File: config.mk
export PLATFORM = sky130hd
export DESIGN_NAME = char_lcd_line_refresher_unit
export DESIGN_NICKNAME = d
export VERILOG_FILES = /design/src/rtl/core/clr_pkg.sv /design/src/rtl/core/char_lcd_line_refresher_unit.sv /design/src/rtl/core/clr_frame_ram.sv
export VERILOG_INCLUDE_DIRS = /design/src /design/src/rtl/core
export SDC_FILE = /design/constraint.sdc
export NUM_CORES = 1
export LEC_CHECK = 0
export BUFFER_PORTS_ARGS = -buffer_cell sky130_fd_sc_hd__buf_2
export CORE_MARGIN = 4
export CORE_UTILIZATION = 61
export CTS_BUF_LIST = sky130_fd_sc_hd__clkbuf_2
export DETAILED_ROUTE_END_ITERATION = 12
export PLACE_DENSITY = 0.74
export SLEW_MARGIN = 20
export SYNTH_ARGS = -nofsm -noshare
export SYNTH_HDL_FRONTEND = slang
export SYNTH_SLANG_ARGS = --single-unit
File: constraint.sdc
create_clock -name clk_i -period 2.9 [get_ports clk_i]
set_input_delay 0 -clock clk_i [delete_from_list [all_inputs] [get_ports clk_i]]
set_output_delay 0 -clock clk_i [all_outputs]
set_load 0.05 [all_outputs]
File: src/rtl/core/char_lcd_line_refresher_unit_assert.svh
// Assertion macros shared by the character LCD refresher RTL.
// Expects clk_i and rst_ni in the scope where a macro is used.
`ifndef CHAR_LCD_LINE_REFRESHER_UNIT_ASSERT_SVH
`define CHAR_LCD_LINE_REFRESHER_UNIT_ASSERT_SVH

// Antecedent implies consequent in the same cycle.
`define CLR_ASSERT_NOW(lbl, ante, cons, msg) \
  lbl: assert property (@(posedge clk_i) disable iff (!rst_ni) (ante) |-> (cons)) \
    else $error(msg);

// Antecedent implies consequent in the following cycle.
`define CLR_ASSERT_NEXT(lbl, ante, cons, msg) \
  lbl: assert property (@(posedge clk_i) disable iff (!rst_ni) (ante) |=> (cons)) \
    else $error(msg);

`endif

File: src/rtl/core/clr_pkg.sv
// Shared types and constants for the character LCD line refresher.
// No dependencies.
package clr_pkg;

  localparam int unsigned CLR_COLUMNS = 20;

  localparam logic [7:0] CLR_LINE0_ADDR = 8'h80;
  localparam logic [7:0] CLR_LINE1_ADDR = 8'hC0;
  localparam logic [5:0] CLR_COL_MASK   = 6'h3F;

  typedef enum logic [1:0] {
    CMD_WRITE    = 2'd0,
    CMD_REFRESH  = 2'd1,
    CMD_POSITION = 2'd2,
    CMD_INSTR    = 2'd3
  } clr_cmd_e;

  typedef enum logic [2:0] {
    ST_IDLE,
    ST_CMP_RD,
    ST_CMP_CHK,
    ST_ADDR,
    ST_DAT_RD,
    ST_DAT_OUT
  } clr_state_e;

  // Per-port control of one frame store.
  typedef struct packed {
    logic       we;
    logic       re;
    logic [7:0] wdata;
  } clr_ram_ctl_t;

endpackage

File: src/rtl/core/char_lcd_line_refresher_unit.sv
// Character LCD line refresher, top level: sequencer and output register.
// Depends on clr_pkg, clr_frame_ram and char_lcd_line_refresher_unit_assert.svh.
//
// Usage:
//  - Slave stream: one transaction per command. tuser carries the command
//    (write char, refresh, set position, raw instruction).
//  - Master stream: one transaction per LCD byte, split into high and low
//    nibble; tuser is register select, tlast marks the final byte of a command.
//  - Write char: no output. Position / instruction: one byte,
//    valid the cycle after acceptance.
//  - Refresh: a compare pass over all 2*COLUMNS entries, each entry read
//    (ST_CMP_RD, registered frame store read) and then compared (ST_CMP_CHK);
//    then per changed line one address byte and COLUMNS data bytes, each
//    data byte read from the pending frame (ST_DAT_RD) and then sent
//    (ST_DAT_OUT).
//  - The block takes one command at a time; s_axis_tready is low while a
//    refresh runs and while the output register holds a byte the sink has
//    not taken.
//  - A sink stall freezes the sequencer; nothing is dropped.
//  - Reset: both frames read as all zero, sequencer idle, output empty.
`include "char_lcd_line_refresher_unit_assert.svh"

module char_lcd_line_refresher_unit #(
  parameter int unsigned COLUMNS = clr_pkg::CLR_COLUMNS
) (
  input  logic        clk_i,
  input  logic        rst_ni,
  input  logic        s_axis_tvalid,
  output logic        s_axis_tready,
  input  logic [15:0] s_axis_tdata,   // [0] line, [6:1] column, [14:7] byte_value, [15] zero
  input  logic [1:0]  s_axis_tuser,   // [1:0] command
  output logic        m_axis_tvalid,
  input  logic        m_axis_tready,
  output logic [7:0]  m_axis_tdata,   // [3:0] high_nibble, [7:4] low_nibble
  output logic        m_axis_tuser,   // [0] register_select
  output logic        m_axis_tlast
);
  import clr_pkg::*;

  localparam int unsigned DEPTH = 2 * COLUMNS;
  localparam int unsigned AW    = $clog2(DEPTH);
  localparam logic [AW-1:0] LAST_IDX = AW'(DEPTH - 1);
  localparam logic [AW-1:0] LINE1_IDX = AW'(COLUMNS);
  localparam logic [AW-1:0] LINE0_END = AW'(COLUMNS - 1);

  clr_state_e    state_q, state_d;
  logic [AW-1:0] idx_q, idx_d;
  logic          dif0_q, dif0_d;
  logic          dif1_q, dif1_d;
  logic          out_vld_q, out_vld_d;
  logic          out_rs_q, out_rs_d;
  logic [7:0]    out_byte_q, out_byte_d;
  logic          out_last_q, out_last_d;

  clr_ram_ctl_t  pend_ctl, shown_ctl;
  logic [7:0]    pend_rdata, shown_rdata;

  // Input unpacking
  clr_cmd_e      in_cmd;
  logic          in_line;
  logic [5:0]    in_column;
  logic [7:0]    in_byte;
  logic          accept;
  logic          out_free;
  logic          col_ok;
  logic [7:0]    wr_sum;
  logic [AW-1:0] wr_addr;

  // Sequencer helpers
  logic          idx_line;
  logic          line_end;
  logic          mism;
  logic          dif0_n, dif1_n;

  assign in_cmd    = clr_cmd_e'(s_axis_tuser);
  assign in_line   = s_axis_tdata[0];
  assign in_column = s_axis_tdata[6:1];
  assign in_byte   = s_axis_tdata[14:7];

  assign out_free      = !out_vld_q || m_axis_tready;
  assign s_axis_tready = (state_q == ST_IDLE) && out_free;
  assign accept        = s_axis_tvalid && s_axis_tready;

  // Entry = line*COLUMNS + column; only used when the column is in range.
  assign col_ok  = {1'b0, in_column} < 7'(COLUMNS);
  assign wr_sum  = {2'b00, in_column} + (in_line ? 8'(COLUMNS) : 8'd0);
  assign wr_addr = wr_sum[AW-1:0];

  assign idx_line = idx_q >= LINE1_IDX;
  assign line_end = (idx_q == LINE0_END) || (idx_q == LAST_IDX);
  assign mism     = pend_rdata != shown_rdata;
  assign dif0_n   = dif0_q || (mism && !idx_line);
  assign dif1_n   = dif1_q || (mism && idx_line);

  always_ff @(posedge clk_i or negedge rst_ni) begin
    if (!rst_ni) begin
      state_q   <= ST_IDLE;
      idx_q     <= '0;
      dif0_q    <= 1'b0;
      dif1_q    <= 1'b0;
      out_vld_q <= 1'b0;
    end else begin
      state_q   <= state_d;
      idx_q     <= idx_d;
      dif0_q    <= dif0_d;
      dif1_q    <= dif1_d;
      out_vld_q <= out_vld_d;
    end
  end

  always_ff @(posedge clk_i) begin
    out_rs_q   <= out_rs_d;
    out_byte_q <= out_byte_d;
    out_last_q <= out_last_d;
  end

  always_comb begin
    state_d    = state_q;
    idx_d      = idx_q;
    dif0_d     = dif0_q;
    dif1_d     = dif1_q;
    out_vld_d  = out_vld_q && !m_axis_tready;
    out_rs_d   = out_rs_q;
    out_byte_d = out_byte_q;
    out_last_d = out_last_q;
    pend_ctl   = '0;
    shown_ctl  = '0;

    case (state_q)
      ST_IDLE: begin
        if (accept) begin
          case (in_cmd)
            CMD_WRITE: begin
              pend_ctl.we    = col_ok;
              pend_ctl.wdata = in_byte;
            end
            CMD_REFRESH: begin
              idx_d   = '0;
              dif0_d  = 1'b0;
              dif1_d  = 1'b0;
              state_d = ST_CMP_RD;
            end
            CMD_POSITION: begin
              out_vld_d  = 1'b1;
              out_rs_d   = 1'b0;
              out_byte_d = (in_line ? CLR_LINE1_ADDR : CLR_LINE0_ADDR)
                           | {2'b00, in_column & CLR_COL_MASK};
              out_last_d = 1'b1;
            end
            CMD_INSTR: begin
              out_vld_d  = 1'b1;
              out_rs_d   = 1'b0;
              out_byte_d = in_byte;
              out_last_d = 1'b1;
            end
            default: ;
          endcase
        end
      end

      ST_CMP_RD: begin
        pend_ctl.re  = 1'b1;
        shown_ctl.re = 1'b1;
        state_d      = ST_CMP_CHK;
      end

      ST_CMP_CHK: begin
        dif0_d = dif0_n;
        dif1_d = dif1_n;
        if (idx_q == LAST_IDX) begin
          if (dif0_n) begin
            idx_d   = '0;
            state_d = ST_ADDR;
          end else if (dif1_n) begin
            idx_d   = LINE1_IDX;
            state_d = ST_ADDR;
          end else begin
            state_d = ST_IDLE;
          end
        end else begin
          idx_d   = idx_q + 1'b1;
          state_d = ST_CMP_RD;
        end
      end

      ST_ADDR: begin
        if (out_free) begin
          out_vld_d  = 1'b1;
          out_rs_d   = 1'b0;
          out_byte_d = idx_line ? CLR_LINE1_ADDR : CLR_LINE0_ADDR;
          out_last_d = 1'b0;
          state_d    = ST_DAT_RD;
        end
      end

      ST_DAT_RD: begin
        pend_ctl.re = 1'b1;
        state_d     = ST_DAT_OUT;
      end

      ST_DAT_OUT: begin
        if (out_free) begin
          out_vld_d       = 1'b1;
          out_rs_d        = 1'b1;
          out_byte_d      = pend_rdata;
          // Line 0's final byte ends the item only if line 1 is unchanged.
          out_last_d      = line_end && (idx_line || !dif1_q);
          shown_ctl.we    = 1'b1;
          shown_ctl.wdata = pend_rdata;
          if (line_end) begin
            if (!idx_line && dif1_q) begin
              idx_d   = LINE1_IDX;
              state_d = ST_ADDR;
            end else begin
              state_d = ST_IDLE;
            end
          end else begin
            idx_d   = idx_q + 1'b1;
            state_d = ST_DAT_RD;
          end
        end
      end

      default: state_d = ST_IDLE;
    endcase
  end

  clr_frame_ram #(
    .DEPTH (DEPTH),
    .AW    (AW)
  ) u_pend_ram (
    .clk_i   (clk_i),
    .rst_ni  (rst_ni),
    .ctl_i   (pend_ctl),
    .waddr_i (wr_addr),
    .raddr_i (idx_q),
    .rdata_o (pend_rdata)
  );

  clr_frame_ram #(
    .DEPTH (DEPTH),
    .AW    (AW)
  ) u_shown_ram (
    .clk_i   (clk_i),
    .rst_ni  (rst_ni),
    .ctl_i   (shown_ctl),
    .waddr_i (idx_q),
    .raddr_i (idx_q),
    .rdata_o (shown_rdata)
  );

  assign m_axis_tvalid = out_vld_q;
  assign m_axis_tdata  = {out_byte_q[3:0], out_byte_q[7:4]};
  assign m_axis_tuser  = out_rs_q;
  assign m_axis_tlast  = out_last_q;

  `CLR_ASSERT_NOW(a_busy_not_ready, state_q != ST_IDLE, !s_axis_tready, "ready while busy")
  `CLR_ASSERT_NOW(a_idx_range, 1'b1, idx_q <= LAST_IDX, "frame index out of range")
  `CLR_ASSERT_NEXT(a_addr_byte, (state_q == ST_ADDR) && out_free,
                   !m_axis_tuser && !m_axis_tlast, "address byte flagged as data or last")
  `CLR_ASSERT_NEXT(a_data_byte, (state_q == ST_DAT_OUT) && out_free,
                   m_axis_tvalid && m_axis_tuser, "data byte not flagged as data")

endmodule

File: src/rtl/core/clr_frame_ram.sv
// Frame store: one write port, one registered read port, per-entry valid bits.
// Depends on clr_pkg.
module clr_frame_ram #(
  parameter int unsigned DEPTH = 2 * clr_pkg::CLR_COLUMNS,
  parameter int unsigned AW    = $clog2(DEPTH)
) (
  input  logic                  clk_i,
  input  logic                  rst_ni,
  input  clr_pkg::clr_ram_ctl_t ctl_i,
  input  logic [AW-1:0]         waddr_i,
  input  logic [AW-1:0]         raddr_i,
  output logic [7:0]            rdata_o
);
  import clr_pkg::*;

  logic [7:0]       mem_q [DEPTH];
  logic [DEPTH-1:0] vld_q;
  logic [7:0]       rdata_q;
  logic             rvld_q;

  always_ff @(posedge clk_i) begin
    if (ctl_i.we) begin
      mem_q[waddr_i] <= ctl_i.wdata;
    end
    if (ctl_i.re) begin
      rdata_q <= mem_q[raddr_i];
    end
  end

  // Unwritten entries read as zero.
  always_ff @(posedge clk_i or negedge rst_ni) begin
    if (!rst_ni) begin
      vld_q  <= '0;
      rvld_q <= 1'b0;
    end else begin
      if (ctl_i.we) begin
        vld_q[waddr_i] <= 1'b1;
      end
      if (ctl_i.re) begin
        rvld_q <= vld_q[raddr_i];
      end
    end
  end

  assign rdata_o = rvld_q ? rdata_q : 8'h00;

endmodule

* Word-level counts from Yosys, hierarchy flattened
Memory sizes are Yosys's and may differ from the RTL's. A register that Yosys moved wholly into a read port is not among the register bits.
Index checks and enable logic that the tools add are counted.
** Storage, ports and cells
- Flip-flop bits (word level) :: 104
- Bits in writable memories :: 640
- Input port bits :: 22
- Output and inout port bits :: 12
- Word-level logic and storage cells :: 145
- Memories kept :: 2
** Memories
- u_pend_ram.mem_q :: depth 40, bits a word 8, read ports 1, clocked after memory_dff 1, write ports 1, line clr_frame_ram.sv:16 : logic [7:0] mem_q [DEPTH];
- u_shown_ram.mem_q :: depth 40, bits a word 8, read ports 1, clocked after memory_dff 1, write ports 1, line clr_frame_ram.sv:16
** Operators by class
- Add/subtract/negate cells :: 2
- Order comparisons :: 6
- Equality and inequality tests :: 19
- Muxes and demuxes :: 70
- Bitwise operators :: 3
- Reduce and logical (&&, ||, !) cells :: 31
** Operators with widths (count)
- two-way mux 8 bit :: 10
- OR 40 bit :: 2
- two-way mux 6 bit :: 8
- two-way mux 1 bit :: 27
- one-hot mux 8 bit (3 select lines) :: 1
- two-way mux 3 bit :: 6
- one-hot mux 3 bit (6 select lines) :: 1
- one-hot mux 6 bit (3 select lines) :: 1
- one-hot mux 8 bit (2 select lines) :: 1
- < comparator 6 x 7 -> 1 bit, second input constant :: 2
- two-way mux 7 bit :: 2
- binary-select mux 1 bit (select 6 bit) :: 2
- demux 1 bit (select 6 bit) :: 2
- >= comparator 6 x 1 -> 1 bit, second input constant :: 2
- AND reduction 5 bit :: 2
- logical AND 1 bit :: 9
- != test 2 bit, second input constant :: 4
- != test 8 bit :: 1
- OR 8 x 6 -> 8 bit :: 1
- adder 6 x 1 -> 6 bit, second input constant :: 1
- adder 6 x 5 -> 6 bit :: 1
- equality test 3 x 2 -> 1 bit, second input constant :: 2
- equality test 3 bit, second input constant :: 2
- equality test 6 x 5 -> 1 bit, second input constant :: 1
- other kinds (24) :: 40

* Depth between registers and ports, before layout
- Depth in word-level cells :: 8
- Depth in mapped cells :: 10
- Gate-level depth less buffers :: 8

* By module
Synthesis repeated with hierarchy kept, for this count alone.
** Second synthesis, totals
- Cell total of the unflattened synthesis :: 1760
- Area total of the unflattened synthesis :: 31046.0 um^2
** Modules (own cells, without submodules)
- clr_frame_ram (u_shown_ram) :: times used 1, cells an instance 769, area an instance 14645.3 um^2, seq. area each 10875.4 um^2
- clr_frame_ram (u_pend_ram) :: times used 1, cells an instance 790, area an instance 14632.8 um^2, seq. area each 10875.4 um^2
- char_lcd_line_refresher_unit :: times used 1, cells an instance 201, area an instance 1767.9 um^2, seq. area each 600.6 um^2

* Least setup slack after synthesis
OpenSTA, ideal clock, no wires.
- Kind :: register -> register
- Start point :: register out_vld_q, in the netlist m_axis_tvalid
- End point :: memory u_pend_ram.mem_q[0][0], enable pin
- Setup time :: 0.370 ns
- Arrival :: 2.266 ns
- Data required time :: 2.530 ns
- Setup slack :: 0.264 ns
- Cell stages (with the launch flop) :: 8
- Buffers on the path :: 1
- Period minus slack after synthesis :: 2.636 ns
- Path through :: dfrtp_1 nor2b_1 clkbuf_1 nor4_4 nand2_1 nor2_1 nand2_1 nor2_1
** On the way
- Longest elaborated chain between the ends :: 8
** Ends and longest elaborated chain
- from (decl) :: line char_lcd_line_refresher_unit.sv:50 : logic out_vld_q, out_vld_d;
- from (signal assigned) :: line char_lcd_line_refresher_unit.sv:107 : out_vld_q <= out_vld_d;
- logical NOT 1 bit :: line char_lcd_line_refresher_unit.sv:80 : assign out_free = !out_vld_q || m_axis_tready;
- logical OR 1 bit :: line char_lcd_line_refresher_unit.sv:80
- logical AND 1 bit :: line char_lcd_line_refresher_unit.sv:81 : assign s_axis_tready = (state_q == ST_IDLE) && out_free;
- logical AND 1 bit :: line char_lcd_line_refresher_unit.sv:82 : assign accept = s_axis_tvalid && s_axis_tready;
- two-way mux 1 bit :: line char_lcd_line_refresher_unit.sv:131 : if (accept) begin
- two-way mux 1 bit :: line char_lcd_line_refresher_unit.sv:129 : case (state_q)
- two-way mux 1 bit :: line clr_frame_ram.sv:22 : if (ctl_i.we) begin
- two-way mux 1 bit (implied by the code) :: line clr_frame_ram.sv:23 : mem_q[waddr_i] <= ctl_i.wdata;
- to (decl) :: line clr_frame_ram.sv:16
Every way passes these cells.

* Worst setup path after layout
- Start point :: input s_axis_tdata[4]
- End point :: memory u_pend_ram.mem_q[17][7], enable pin
** On the way
- Longest elaborated chain between the ends :: 6
- Elaborated cells on any way between the ends :: 7
- Classes of those cells :: add/sub: 1; order compare: 1; mux: 5
** Ends and longest elaborated chain
- from (decl) :: line char_lcd_line_refresher_unit.sv:30 : input logic [15:0] s_axis_tdata,
- < comparator 6 x 5 -> 1 bit :: line char_lcd_line_refresher_unit.sv:85 : assign col_ok = {1'b0, in_column} < 7'(COLUMNS);
- two-way mux 1 bit :: line char_lcd_line_refresher_unit.sv:132 : case (in_cmd)
- two-way mux 1 bit :: line char_lcd_line_refresher_unit.sv:131
- two-way mux 1 bit :: line char_lcd_line_refresher_unit.sv:129
- two-way mux 1 bit :: line clr_frame_ram.sv:22
- two-way mux 1 bit (implied by the code) :: line clr_frame_ram.sv:23
Several ways; a longest one is shown, not always the timed one.

==> impl_metrics.py <==
metrics = {
    "synth": {
        "synth-async-reset-ratio": 0.124,
        "yosysUniqueCellTypes": 68,
        "yosys.area_share.simple": 0.0738,
        "netlist_area_mm2": 0.0291,
        "synth_flop_cell": "edfxtp_1",
        "synthCells": 1818,
        "syn_avg_cell_area_um2": 16.0,
        "synth_edf_count": 666,
        "syn_nets": 1845,
        "muxShareOfSynthArea": 0.0132,
        "synth_top_family_by_area": "compound AO/OA/AOI/OAI gates",
        "synth_seq_cells": 760,
        "yosysSeqAreaShare": 0.768,
        "synthAdderAreaFrac": 0.00215,
        "yosys.area_share.xor_xnor": 0.00181,
        "synth-compound-area-share": 0.125,
        "yosys_warnings": 0,
    },
    "critical_path": {
        "start_kind": "input port",
        "crit_top_cell": "dlygate4sd3_1",
        "slowest_delay_ns": 0.63,
        "crit_cells": 13,
        "path_cells": "dlygate4sd3_1, buf_2, dlygate4sd3_1, ha_1, nor2b_2, a21oi_1, nor3_1, dlygate4sd3_1, a21oi_1, dlygate4sd3_1, or2_4, nor2_1, buf_4",
        "slowest_stage": "dlygate4sd3_1",
        "worstRegToRegCells": 6,
        "cp-end-kind": "flip-flop",
        "cp_num_buf_inv": 6,
        "cp.required_ns": 3.89,
        "crit_arrival_ns": 4.00,
        "crit_type": "input port to flip-flop",
        "crit_family": "buffers and inverters",
        "path_max_fanout": 13,
    },
    "cells_and_area": {
        "fill_cells": 3007,
        "nNetsFinal": 2193,
        "area_growth_pct": 15.2,
        "post_route_cells_drive_above_1_share": 0.251,
        "final_cell_mix": "edfxtp_1 (666), a22oi_1 (326), clkbuf_2 (265)",
        "final_common_cell": "edfxtp_1",
    },
    "global_route": {
        "grt_first_pass_wirelength_mm": 116,
        "grt_pass1_vias": 19116,
        "antenna_found_initial": 4,
        "overflow": 0,
        "track_usage": 0.307,
        "grt_max_degree": 50,
    },
    "sta": {
        "hold_viol": 0,
        "setup_ws_ns": -0.109,
        "clock_skew_ns": 0.0909,
        "period_needed_ns": 3.01,
        "finalCritPeriodShare": 1.04,
        "relSlewSlack": 0.408,
        "final_max_slew_viol_count": 0,
        "setup_violations": 91,
        "worst_hold_slack_ns": 0.257,
        "clock.fmax_mhz": 332,
        "tightest_slew_ns": 0.889,
    },
    "clock_network": {
        "tritoncts": "built",
        "cts_root_buf": "clkbuf_2",
        "worstSkewPairLatency_ns": 1.35,
        "htree_levels": 4,
        "clock_sinks": 760,
        "clkTransAtPathRegs_ns": 0.12,
        "cts_buffers": 175,
        "cts.path.max_buffers": 3,
    },
    "route": {
        "avgRoutedWirePerCell_um": 26.7,
        "viasPerCell": 6.60,
        "via_count": 19312,
        "routed_wirelength_mm": 78.1,
        "dr.pass1.iters": 6,
        "drt_iter0_markers": 2448,
        "drc": 0,
        "drtAntennaViolNets": 0,
    },
    "placement": {
        "dp_slack_ns": 0.273,
        "port_buffers": 32,
        "gp_congestion": 0.915,
        "post-dp-hpwl_mm": 45.5,
    },
    "floorplanning": {
        "io_pins": 34,
        "core_mm2": 0.0469,
        "fp.dieH_um": 226,
        "die-area_mm2": 0.0513,
        "die_x_um": 226,
        "start_util": 0.621,
        "row_count": 79,
    },
    "worst_hold_path": {
        "hp-class": "input port to asynchronous set/reset pin",
    },
    "outcome": {
        "violations": "negative setup slack",
        "status": "complete, but fails checks",
    },
    "pwr": {
        "p_leak_nw": 11.6,
        "max-vdd-ir-drop_mv": 0.566,
        "power_density_mw_per_mm2": 726,
    },
    "run": {
        "maxCapViolations": 0,
    },
}
## synthesized netlist by cell type (all sizes together) (7+ instances only)
master  instances  share of area
a21oi          29         0.0050
a221oi         14         0.0042
a22o           12         0.0036
a22oi         326          0.084
a31oi          17         0.0037
and2           10         0.0022
and3           16         0.0034
buf            36         0.0056
clkbuf         75         0.0097
dfrtp          94          0.081
edfxtp        666           0.69
mux2i          18         0.0062
mux4            7         0.0054
nand2          64         0.0083
nand2b          7         0.0015
nand3          30         0.0053
nand4          71          0.015
nor2           97          0.013
nor2b          11         0.0024
nor3           14         0.0028
nor3b           7         0.0020
o21ai          36         0.0062
o21bai         28         0.0072
or2            55          0.012
## power breakdown
part           switching [mW]  internal, mW
sequential              0.401          12.3
combinational            3.19          1.70
clock                    4.09          2.61
total                    7.68          16.6
## worst register-to-register path, stage by stage (launching register included)
cell and delay [ns]:
dfrtp_2 0.41, nor2b_1 0.48, and2_4 0.53, buf_4 0.39, nand2_1 0.17, nor2_1 0.15
buf_4 0.27
## cell type report
cell class | count | area (um2) | area share
Clock buffer | 265 | 1330 | 0.0396
Timing Repair Buffer | 282 | 2400 | 0.0716
Tap cell | 607 | 759 | 0.0227
Clock inverter | 55 | 275 | 0.00822
Antenna cell | 8 | 20.0 | 0.000598
Multi-Input combinational cell | 942 | 6350 | 0.190
Sequential cell | 760 | 22400 | 0.667
Inverter | 5 | 18.8 | 0.000560
## registers in the layout, indices dropped and copies added, names as in the netlist
signal,cells
m_axis_tuser,1
m_axis_tlast,1
dif0_q,1
u_pend_ram.vld_q,40
u_pend_ram.mem_q,320
m_axis_tvalid,1
u_shown_ram.rdata_q,8
idx_q,6
u_shown_ram.mem_q,320
u_pend_ram.rdata_q,8
out_byte_q,8
u_shown_ram.vld_q,40
dif1_q,1
u_pend_ram.rvld_q,1
u_shown_ram.rvld_q,1
state_q,3
## cells by family (layout without fill, tap and decap cells)
family / Yosys count / after routing
flip-flops: 760 / 760
AO/OA/AOI/OAI: 499 / 499
AND/OR/NAND/NOR: 403 / 403
buffers and inverters: 116 / 607
multiplexers: 29 / 29
XOR/XNOR: 6 / 6
adder cells (fa/ha/maj): 5 / 5
other: 0 / 8
## worst paths after layout
check / end / slack [ns] / start
worst min register to register: u_pend_ram.vld_q[39] / 0.48 / u_pend_ram.vld_q[39]
worst max register to register: u_shown_ram.mem_q[5][3] / 0.16 / idx_q[0]
max in group asynchronous: u_pend_ram.vld_q[13] / 1.91 / rst_ni
worst min-delay path: u_pend_ram.vld_q[28] / 0.26 / rst_ni
worst max-delay path: u_pend_ram.mem_q[17][7] / -0.11 / s_axis_tdata[4]
min in group clk_i: u_pend_ram.vld_q[28] / 0.41 / s_axis_tdata[2]
## layer usage
metal  global-route usage  up-vias  share of wire
li1                     -     8155              -
met1                0.420     9527           0.37
met2                0.490     1404           0.48
met3               0.0665      226           0.11
met4                0.128        0          0.037
met5                    0        -              0
## timing repair
action,CTS,global route
hold buffers,74,0
resized for setup,0,7
setup buffers,0,4
endpoints found under the hold margin,1429,0
endpoints found under the setup margin,0,142
## through the flow
stage / instances / power [mW] / TNS, ns / cell area (um2) / util
2_1_floorplan: 1818 / 15.6 / 0 / 29100 / -
3_3_place_gp: 2518 / 17.4 / 0 / 31100 / 0.663
3_5_place_dp: 2519 / 17.5 / 0 / 31100 / 0.663
4_1_cts: 2913 / 24.2 / 0 / 33400 / 0.714
5_1_grt: 2922 / 25.3 / -0.198 / 33500 / 0.715
6_report: 2924 / 24.3 / -4.34 / 33500 / 0.715
Note: power is estimated with default switching activity, not from simulation.
